--- src/sv/swcd_pkg.sv ---
`timescale 1ns / 1ps

package swcd_pkg;

    localparam int SYNC_BYTES   = 8;
    localparam int HEADER_BYTES = 4;
    localparam int CHECK_BYTES  = 4;
    localparam int WIN_W        = 8 * SYNC_BYTES;
    localparam int LANE_W       = (SYNC_BYTES > 1) ? $clog2(SYNC_BYTES) : 1;
    localparam int FILL_W       = $clog2(SYNC_BYTES + 1);

    localparam logic [31:0] CRC_POLY = 32'hEDB8_8320;
    localparam logic [31:0] CRC_INIT = 32'hFFFF_FFFF;

    localparam logic [15:0] MAX_PAYLOAD_RESET = 16'd2000;

    localparam int FIFO_DEPTH = 8;
    localparam int FIFO_AW    = $clog2(FIFO_DEPTH);
    localparam int FIFO_CW    = $clog2(FIFO_DEPTH + 1);

    localparam int CFG_IDX_W = 1;
    localparam logic [CFG_IDX_W-1:0] CFG_SYNC_WORD   = 1'b0;
    localparam logic [CFG_IDX_W-1:0] CFG_MAX_PAYLOAD = 1'b1;

    localparam int TDATA_W = 48;

    typedef enum logic [2:0] {
        PH_HUNT,
        PH_HEADER,
        PH_CHECK,
        PH_KEEP,
        PH_SKIP
    } phase_t;

    typedef enum logic [1:0] {
        KIND_HEADER  = 2'd0,
        KIND_PAYLOAD = 2'd1,
        KIND_STATUS  = 2'd2
    } kind_t;

    typedef struct packed {
        kind_t       kind;
        logic [7:0]  msg_type;
        logic [7:0]  aux_byte;
        logic [15:0] payload_size;
        logic        payload_kept;
        logic [7:0]  data_byte;
        logic        frame_ok;
        logic        last_of_frame;
    } result_t;

    // reflected CRC-32, one byte
    function automatic logic [31:0] crc_byte(input logic [31:0] crc, input logic [7:0] b);
        logic [31:0] c;
        c = crc ^ {24'd0, b};
        for (int k = 0; k < 8; k++) begin
            c = c[0] ? ((c >> 1) ^ CRC_POLY) : (c >> 1);
        end
        return c;
    endfunction

endpackage

--- src/sv/swcd_core.sv ---
`timescale 1ns / 1ps

module swcd_core (
    input  logic                   aclk,
    input  logic                   aresetn,
    input  logic                   in_valid,
    input  logic [7:0]             in_byte,
    input  logic [63:0]            sync_word,
    input  logic [15:0]            max_payload,
    output logic                   wr0,
    output logic                   wr1,
    output swcd_pkg::result_t      res0,
    output swcd_pkg::result_t      res1
);

    localparam int NL = swcd_pkg::SYNC_BYTES;
    localparam int LW = swcd_pkg::LANE_W;
    localparam int WW = swcd_pkg::WIN_W;
    localparam int FW = swcd_pkg::FILL_W;

    swcd_pkg::phase_t phase_reg, phase_next;
    logic [WW-1:0]    window_reg, window_next;
    logic [FW-1:0]    fill_reg, fill_next;
    logic [2:0]       field_reg, field_next;
    logic [31:0]      header_reg, header_next;
    logic [31:0]      check_reg, check_next;
    logic [31:0]      crc_reg, crc_next;
    logic [15:0]      left_reg, left_next;
    logic [LW-1:0]    ptr_reg, ptr_next;
    logic [LW-1:0]    sel;
    logic [31:0]      lane_reg [NL];
    logic [31:0]      lane_next [NL];
    logic [WW-1:0]    shifted;
    logic             kept_now;
    logic             finish;
    logic             ok;
    swcd_pkg::result_t base;

    // one CRC lane per window position; the lane opened on the oldest byte of the
    // window holds the CRC of exactly the current window
    assign sel = (ptr_reg == LW'(NL - 1)) ? '0 : ptr_reg + LW'(1);
    assign shifted = WW'(window_reg >> 8);
    assign kept_now = (header_reg[15:0] != 16'd0) && (header_reg[15:0] <= max_payload);

    always_comb begin
        for (int j = 0; j < NL; j++) begin
            lane_next[j] = swcd_pkg::crc_byte((LW'(j) == ptr_reg) ? swcd_pkg::CRC_INIT
                                                                   : lane_reg[j], in_byte);
        end
    end

    always_comb begin
        base.kind          = swcd_pkg::KIND_HEADER;
        base.msg_type      = header_reg[31:24];
        base.aux_byte      = header_reg[23:16];
        base.payload_size  = header_reg[15:0];
        base.payload_kept  = kept_now;
        base.data_byte     = 8'd0;
        base.frame_ok      = 1'b0;
        base.last_of_frame = 1'b0;

        phase_next  = phase_reg;
        window_next = window_reg;
        fill_next   = fill_reg;
        field_next  = field_reg;
        header_next = header_reg;
        check_next  = check_reg;
        crc_next    = crc_reg;
        left_next   = left_reg;
        ptr_next    = ptr_reg;
        finish      = 1'b0;
        ok          = 1'b0;
        wr0         = 1'b0;
        wr1         = 1'b0;
        res0        = base;
        res1        = base;

        if (in_valid) begin
            unique case (phase_reg)
                swcd_pkg::PH_HUNT: begin
                    window_next = shifted | (WW'(in_byte) << (WW - 8));
                    if (fill_reg < FW'(NL)) begin
                        fill_next = fill_reg + FW'(1);
                    end
                    ptr_next = sel;
                    if (fill_next == FW'(NL) && window_next == sync_word[WW-1:0]) begin
                        crc_next    = lane_next[sel];
                        phase_next  = swcd_pkg::PH_HEADER;
                        field_next  = 3'd0;
                        header_next = 32'd0;
                        check_next  = 32'd0;
                    end
                end
                swcd_pkg::PH_HEADER: begin
                    header_next = {header_reg[23:0], in_byte};
                    crc_next    = swcd_pkg::crc_byte(crc_reg, in_byte);
                    field_next  = field_reg + 3'd1;
                    if (field_next >= 3'(swcd_pkg::HEADER_BYTES)) begin
                        field_next = 3'd0;
                        phase_next = swcd_pkg::PH_CHECK;
                    end
                end
                swcd_pkg::PH_CHECK: begin
                    check_next = {check_reg[23:0], in_byte};
                    field_next = field_reg + 3'd1;
                    if (field_next >= 3'(swcd_pkg::CHECK_BYTES)) begin
                        field_next = 3'd0;
                        wr0        = 1'b1;
                        left_next  = header_reg[15:0];
                        if (header_reg[15:0] == 16'd0) begin
                            finish = 1'b1;
                            ok     = (~crc_reg == check_next);
                            wr1    = 1'b1;
                            res1.kind          = swcd_pkg::KIND_STATUS;
                            res1.frame_ok      = ok;
                            res1.last_of_frame = 1'b1;
                        end else begin
                            phase_next = kept_now ? swcd_pkg::PH_KEEP : swcd_pkg::PH_SKIP;
                        end
                    end
                end
                swcd_pkg::PH_KEEP: begin
                    crc_next       = swcd_pkg::crc_byte(crc_reg, in_byte);
                    wr0            = 1'b1;
                    res0.kind      = swcd_pkg::KIND_PAYLOAD;
                    res0.data_byte = in_byte;
                    left_next      = left_reg - 16'd1;
                    if (left_next == 16'd0) begin
                        finish = 1'b1;
                        ok     = (~crc_next == check_reg);
                        wr1    = 1'b1;
                        res1.kind          = swcd_pkg::KIND_STATUS;
                        res1.frame_ok      = ok;
                        res1.last_of_frame = 1'b1;
                    end
                end
                swcd_pkg::PH_SKIP: begin
                    left_next = left_reg - 16'd1;
                    if (left_next == 16'd0) begin
                        finish = 1'b1;
                        ok     = (~crc_reg == check_reg);
                        wr0    = 1'b1;
                        res0.kind          = swcd_pkg::KIND_STATUS;
                        res0.frame_ok      = ok;
                        res0.last_of_frame = 1'b1;
                    end
                end
                default: begin
                    phase_next  = swcd_pkg::PH_HUNT;
                    fill_next   = '0;
                    window_next = '0;
                end
            endcase
            if (finish) begin
                phase_next  = swcd_pkg::PH_HUNT;
                fill_next   = '0;
                window_next = '0;
                field_next  = 3'd0;
                left_next   = 16'd0;
            end
        end
    end

    always_ff @(posedge aclk) begin
        if (!aresetn) begin
            phase_reg  <= swcd_pkg::PH_HUNT;
            window_reg <= '0;
            fill_reg   <= '0;
            field_reg  <= 3'd0;
            header_reg <= 32'd0;
            check_reg  <= 32'd0;
            crc_reg    <= swcd_pkg::CRC_INIT;
            left_reg   <= 16'd0;
            ptr_reg    <= '0;
        end else begin
            phase_reg  <= phase_next;
            window_reg <= window_next;
            fill_reg   <= fill_next;
            field_reg  <= field_next;
            header_reg <= header_next;
            check_reg  <= check_next;
            crc_reg    <= crc_next;
            left_reg   <= left_next;
            ptr_reg    <= ptr_next;
        end
    end

    always_ff @(posedge aclk) begin
        if (in_valid && phase_reg == swcd_pkg::PH_HUNT) begin
            for (int j = 0; j < NL; j++) begin
                lane_reg[j] <= lane_next[j];
            end
        end
    end

    a_second_is_status: assert property (@(posedge aclk) disable iff (!aresetn)
        wr1 |-> (wr0 && res1.kind == swcd_pkg::KIND_STATUS))
        else $error("second result is not a status");

    a_hunt_silent: assert property (@(posedge aclk) disable iff (!aresetn)
        (in_valid && phase_reg == swcd_pkg::PH_HUNT) |-> !wr0)
        else $error("result emitted while hunting");

    a_payload_phase: assert property (@(posedge aclk) disable iff (!aresetn)
        (wr0 && res0.kind == swcd_pkg::KIND_PAYLOAD) |=>
            (phase_reg == swcd_pkg::PH_KEEP || phase_reg == swcd_pkg::PH_HUNT))
        else $error("payload beat outside kept payload");

endmodule

--- src/sv/swcd_fifo.sv ---
`timescale 1ns / 1ps

module swcd_fifo (
    input  logic                          aclk,
    input  logic                          aresetn,
    input  logic                          wr0,
    input  logic                          wr1,
    input  swcd_pkg::result_t             d0,
    input  swcd_pkg::result_t             d1,
    input  logic                          pop,
    output logic                          out_valid,
    output swcd_pkg::result_t             out_data,
    output logic [swcd_pkg::FIFO_CW-1:0]  count
);

    localparam int AW = swcd_pkg::FIFO_AW;
    localparam int CW = swcd_pkg::FIFO_CW;

    swcd_pkg::result_t mem [swcd_pkg::FIFO_DEPTH];
    logic [AW-1:0] wr_ptr_reg, wr_ptr_next;
    logic [AW-1:0] rd_ptr_reg, rd_ptr_next;
    logic [CW-1:0] count_reg, count_next;
    logic [CW-1:0] n_wr;

    assign n_wr      = CW'(wr0) + CW'(wr1);
    assign out_valid = (count_reg != '0);
    assign out_data  = mem[rd_ptr_reg];
    assign count     = count_reg;

    always_comb begin
        wr_ptr_next = wr_ptr_reg + AW'(n_wr);
        rd_ptr_next = rd_ptr_reg + AW'(pop && out_valid);
        count_next  = count_reg + n_wr - CW'(pop && out_valid);
    end

    always_ff @(posedge aclk) begin
        if (!aresetn) begin
            wr_ptr_reg <= '0;
            rd_ptr_reg <= '0;
            count_reg  <= '0;
        end else begin
            wr_ptr_reg <= wr_ptr_next;
            rd_ptr_reg <= rd_ptr_next;
            count_reg  <= count_next;
        end
    end

    always_ff @(posedge aclk) begin
        if (wr0) begin
            mem[wr_ptr_reg] <= d0;
        end
        if (wr1) begin
            mem[wr_ptr_reg + AW'(1)] <= d1;
        end
    end

    a_no_overflow: assert property (@(posedge aclk) disable iff (!aresetn)
        wr0 |-> ((count_reg + n_wr) <= CW'(swcd_pkg::FIFO_DEPTH)))
        else $error("result queue overflow");

endmodule

--- src/sv/sync_word_crc32_deframer.sv ---
`timescale 1ns / 1ps

// Sync-word deframer with CRC-32 check. Takes one received byte per beat and
// can accept a byte on every clock while s_tready is high. A byte is
// registered, then processed: sliding 8-byte sync search (eight parallel
// byte-wide CRC lanes give the sync word's CRC on match), 4-byte header,
// 4-byte big-endian checksum, payload. Each byte yields zero, one or two
// result beats (header info plus status for an empty frame, last payload
// byte plus status); they go into an 8-entry result queue, and s_tready
// drops when that queue, after the results of the byte in flight, could not
// take two more. No clearing pass after reset.
module sync_word_crc32_deframer (
    input  logic                                aclk,
    input  logic                                aresetn,
    input  logic                                s_tvalid,
    output logic                                s_tready,
    input  logic [7:0]                          s_tdata,   // rx_byte
    output logic                                m_tvalid,
    input  logic                                m_tready,
    // msg_type, aux_byte, payload_size, payload_kept, data_byte, frame_ok, zero pad
    output logic [swcd_pkg::TDATA_W-1:0]        m_tdata,
    output logic [1:0]                          m_tuser,   // result_kind
    output logic                                m_tlast,   // last_of_frame
    input  logic                                cfg_valid,
    output logic                                cfg_ready,
    input  logic [swcd_pkg::CFG_IDX_W-1:0]      cfg_index,
    input  logic [63:0]                         cfg_data
);

    localparam int CW = swcd_pkg::FIFO_CW;

    logic [63:0]       sync_word_reg;
    logic [15:0]       max_payload_reg;
    logic              in_valid_reg;
    logic [7:0]        in_byte_reg;
    logic              wr0, wr1;
    swcd_pkg::result_t res0, res1, head;
    logic [CW-1:0]     count;

    assign cfg_ready = 1'b1;
    assign s_tready  = (count + (in_valid_reg ? CW'(2) : CW'(0)))
                       <= CW'(swcd_pkg::FIFO_DEPTH - 2);

    always_ff @(posedge aclk) begin
        if (!aresetn) begin
            sync_word_reg   <= 64'd0;
            max_payload_reg <= swcd_pkg::MAX_PAYLOAD_RESET;
        end else if (cfg_valid) begin
            unique case (cfg_index)
                swcd_pkg::CFG_SYNC_WORD:   sync_word_reg   <= cfg_data;
                swcd_pkg::CFG_MAX_PAYLOAD: max_payload_reg <= cfg_data[15:0];
            endcase
        end
    end

    always_ff @(posedge aclk) begin
        if (!aresetn) begin
            in_valid_reg <= 1'b0;
        end else begin
            in_valid_reg <= s_tvalid && s_tready;
        end
    end

    always_ff @(posedge aclk) begin
        if (s_tvalid && s_tready) begin
            in_byte_reg <= s_tdata;
        end
    end

    swcd_core u_core (
        .aclk        (aclk),
        .aresetn     (aresetn),
        .in_valid    (in_valid_reg),
        .in_byte     (in_byte_reg),
        .sync_word   (sync_word_reg),
        .max_payload (max_payload_reg),
        .wr0         (wr0),
        .wr1         (wr1),
        .res0        (res0),
        .res1        (res1)
    );

    swcd_fifo u_fifo (
        .aclk      (aclk),
        .aresetn   (aresetn),
        .wr0       (wr0),
        .wr1       (wr1),
        .d0        (res0),
        .d1        (res1),
        .pop       (m_tready),
        .out_valid (m_tvalid),
        .out_data  (head),
        .count     (count)
    );

    assign m_tdata = {6'd0, head.frame_ok, head.data_byte, head.payload_kept,
                      head.payload_size, head.aux_byte, head.msg_type};
    assign m_tuser = head.kind;
    assign m_tlast = head.last_of_frame;

endmodule
--- config.mk ---
export PLATFORM = sky130hd
export DESIGN_NAME = sync_word_crc32_deframer
export DESIGN_NICKNAME = d
export VERILOG_FILES = /design/src/sv/swcd_pkg.sv /design/src/sv/swcd_core.sv /design/src/sv/swcd_fifo.sv /design/src/sv/sync_word_crc32_deframer.sv
export SDC_FILE = /design/constraint.sdc
export NUM_CORES = 2
export LEC_CHECK = 0
export ABC_AREA = 0
export BUFFER_PORTS_ARGS = -buffer_cell sky130_fd_sc_hd__buf_2
export CORE_MARGIN = 1
export CORE_UTILIZATION = 45
export DETAILED_ROUTE_END_ITERATION = 10
export SLEW_MARGIN = 20
export SYNTH_ARGS = -nofsm -noshare
export SYNTH_HDL_FRONTEND = slang
export SYNTH_SLANG_ARGS = --single-unit
--- constraint.sdc ---
create_clock -name aclk -period 9.6 [get_ports aclk]
set_input_delay 0.96 -clock aclk [delete_from_list [all_inputs] [get_ports aclk]]
set_output_delay 0.96 -clock aclk [all_outputs]
set_load 0.01 [all_outputs]
==> metrics <==
Final nets=4603; DIE AREA=111000 um^2; count of pins over their slew limit=0; worst-skew pair later-pin latency=710 ps; CP arrival=5630 ps; Hold Crit Start=s_tdata[4]; most frequent cell after synthesis=xnor2_1; final antenna-violating net count=0; hold buffer count at cts=0; # resized after CTS=0; Slew HR=20.3%; via count=33700; async set-reset flop share out of synthesis=0%; RR Endpoint=u_fifo.mem[1][1]; top cells by area, synth=edfxtp_1 (34%), dfxtp_1 (14%), xnor2_1 (12%); Mapped Cells=4520; # placed instances=5784; outcome=completed; vias in the first global route=32600; max reg flops=360; Seq/Total Area, Yosys=47.7%; pwr dens=401 nW/um^2; post-synthesis compound-gate area fraction=~6.7%; Post-Synth XOR/XNOR Area=19.3%; layout cells sized above 1=12.7%; warning count from the yosys run=0; CTS Sinks=896; Final Hold Viols=0; crit-path cells=inv_1, ha_1, or4b_1, or4b_1, a21boi_2, o2111a_2, nand4_1, buf_4, a21oi_1, or2_2, buf_4; Pleak=19.4 nW; Die Wd=333 um; worst hold path type=input pin to flop; Post-Synth Simple-Gate Area=13.9%; Starting Density=a little under half; TritonCTS buffer count=98; post-synth top area share=33.7%; H-tree Lvls=3; Area Growth Syn to Fin=10.2%; CP Max Fanout=35; antenna violations before repair=2; RD Place Congestion=0.959; required time of the worst setup path=9930 ps; post-synthesis mux area share=7.84%; commonest cells in the netlist=xnor2_1 (685), edfxtp_1 (552), nor2_1 (434), dfxtp_1 (344), nand2_1 (342); post-synth top area cell=edfxtp_1; critical path endpoint category=flop; worst r2r src=u_core.left_reg[0]; port bufs=124; clock tree buffer depth=3; First-pass DRT Iterations=5; Die Height=~330 um; Peak VDD IR=0.311 mV; CTS root buf=clkbuf_16; gr ovfl total=0; largest family of logic cells by synthesized area=XOR/XNOR gates; setup repair bufs after CTS=0; Syn Std Cell Area=49200 um^2; crit path kind=flop to flop; worst reg2reg setup slack=4290 ps; Worst Hold Depth=1; Clock Skew=44.7 ps; global-route wire length before repair=217000 um; Cell Count, Final, Fillers Out=around 6000; Worst Reg-to-Reg Cells=11; Critical Path Max Stage Delay=860 ps; synthesized area per cell=10.9 um^2; Post-synth EDFFs=between 500 and 600; Cell variety after synth=95; Hold Crit Endpoint=in_byte_reg[4]; initial drt markers=3285; Post-Synth Adder-Cell Area=1.15%; dpl hpwl=100000 um; DR DRC count=0; Total GRT Usage=26.1%; # IOs=132; Peak Freq=between 150 and 200 MHz; top_reg_cell synth=edfxtp_1; Startpoint Class=flop; max-cap violation count=0; setup violators final=0; post-synthesis register bit count=between 800 and 900; WL per Instance=around 24 um; core area=108000 um^2; Least-Margin Pin Slew=1190 ps; TritonCTS clock tree=done; post-layout min period=5310 ps; final setup TNS=0 ps; pin count of the biggest net entering global routing=152; Post-Route WL=around 150000 um; Worst path slowest cell=a21oi_1; clock slew at reported path FFs=60 ps; row count=120; Final period util=55.3%; Via density=5.65; RSZ-0062 raised after global routing=no
## through the flow
stage	utilization (%)	area, um^2	total power [W]	worst slack [ps]	hold WS (ps)
after floorplan	-	49200	0.0138	2430	436
after global placement	47.3	51000	0.0176	4360	443
after detailed placement	47.3	51000	0.0177	4300	449
after CTS	50.3	54200	0.0216	4250	398
after global routing	50.3	54200	0.0224	3930	412
final	50.3	54200	0.0217	4290	444
## power by group
group | switching [W] | internal [W] | leakage (nW)
combinational | 0.00709 | 0.00484 | 9.61
clock | 0.00163 | 0.00218 | 1.58
sequential | 0.000498 | 0.00550 | 8.25
total | 0.00921 | 0.0125 | 19.4
## cell type report
type                            instances  area, um^2
Clock buffer                          137        2790
Tap cell                             1403        1760
Antenna cell                            1        2.50
Sequential cell                       896       23500
Multi-Input combinational cell       3211       24200
Timing Repair Buffer                  202        1220
Inverter                               72         283
Clock inverter                         44         480
Fill cell                            9674       53600
## cells by family after synthesis
logic type,after synthesis
xor gates and xnor gates,966
DFF,896
and+or+nand+nor,1429
AOI/OAI and AO/OA,533
adders and majority gates,44
other,2
muxes,232
buffers and inverters,418
## routing by layer
layer,wire [um],up-vias,share of wire [%],track usage (%)
met5,0,-,0,0
met4,4820,0,3.3,8.36
met3,9700,216,6.7,4.09
met2,67100,1152,46,41.3
met1,63900,16700,44,36.5
li1,-,15600,-,-
## placed cells by master, fill, tap and decap left out, drive strengths merged, types with 42 or more instances in the layout
cell,Yosys,final
nor4,49,49
clkbuf,253,137
xnor3,62,62
edfxtp,552,552
mux4,118,118
nand2,342,342
nor2b,229,229
buf,93,202
o21ai,153,153
nor2,438,438
ha,42,42
xor2,205,205
and2,61,61
a21oi,173,173
mux2i,65,65
dfxtp,344,344
nand3,199,199
inv,69,71
mux2,49,49
xnor2,687,687
## critical path: cells and delay by family (launching register included)
family | cells | cell delay, ps
AOI/OAI and AO/OA | 3 | 1330
adders and majority gates | 1 | 310
buffers and inverters | 3 | 850
DFF | 1 | 380
and+or+nand+nor | 4 | 2020
## worst max path at each step
stage,start,to,slack (ps),depth (start not counted)
finish,u_core.left_reg[0],u_fifo.mem[1][1],4290,11
detailed placement,u_core.left_reg[0],u_fifo.mem[1][1],4300,11
global placement,u_core.left_reg[0],u_fifo.mem[1][44],4360,11
CTS,u_core.left_reg[0],u_fifo.mem[1][1],4250,11
floorplan,u_core.phase_reg[1],u_core.ptr_reg[2],2430,6
global route,u_core.left_reg[0],u_fifo.mem[1][44],3930,11
Power figures use the tool's default switching activity.
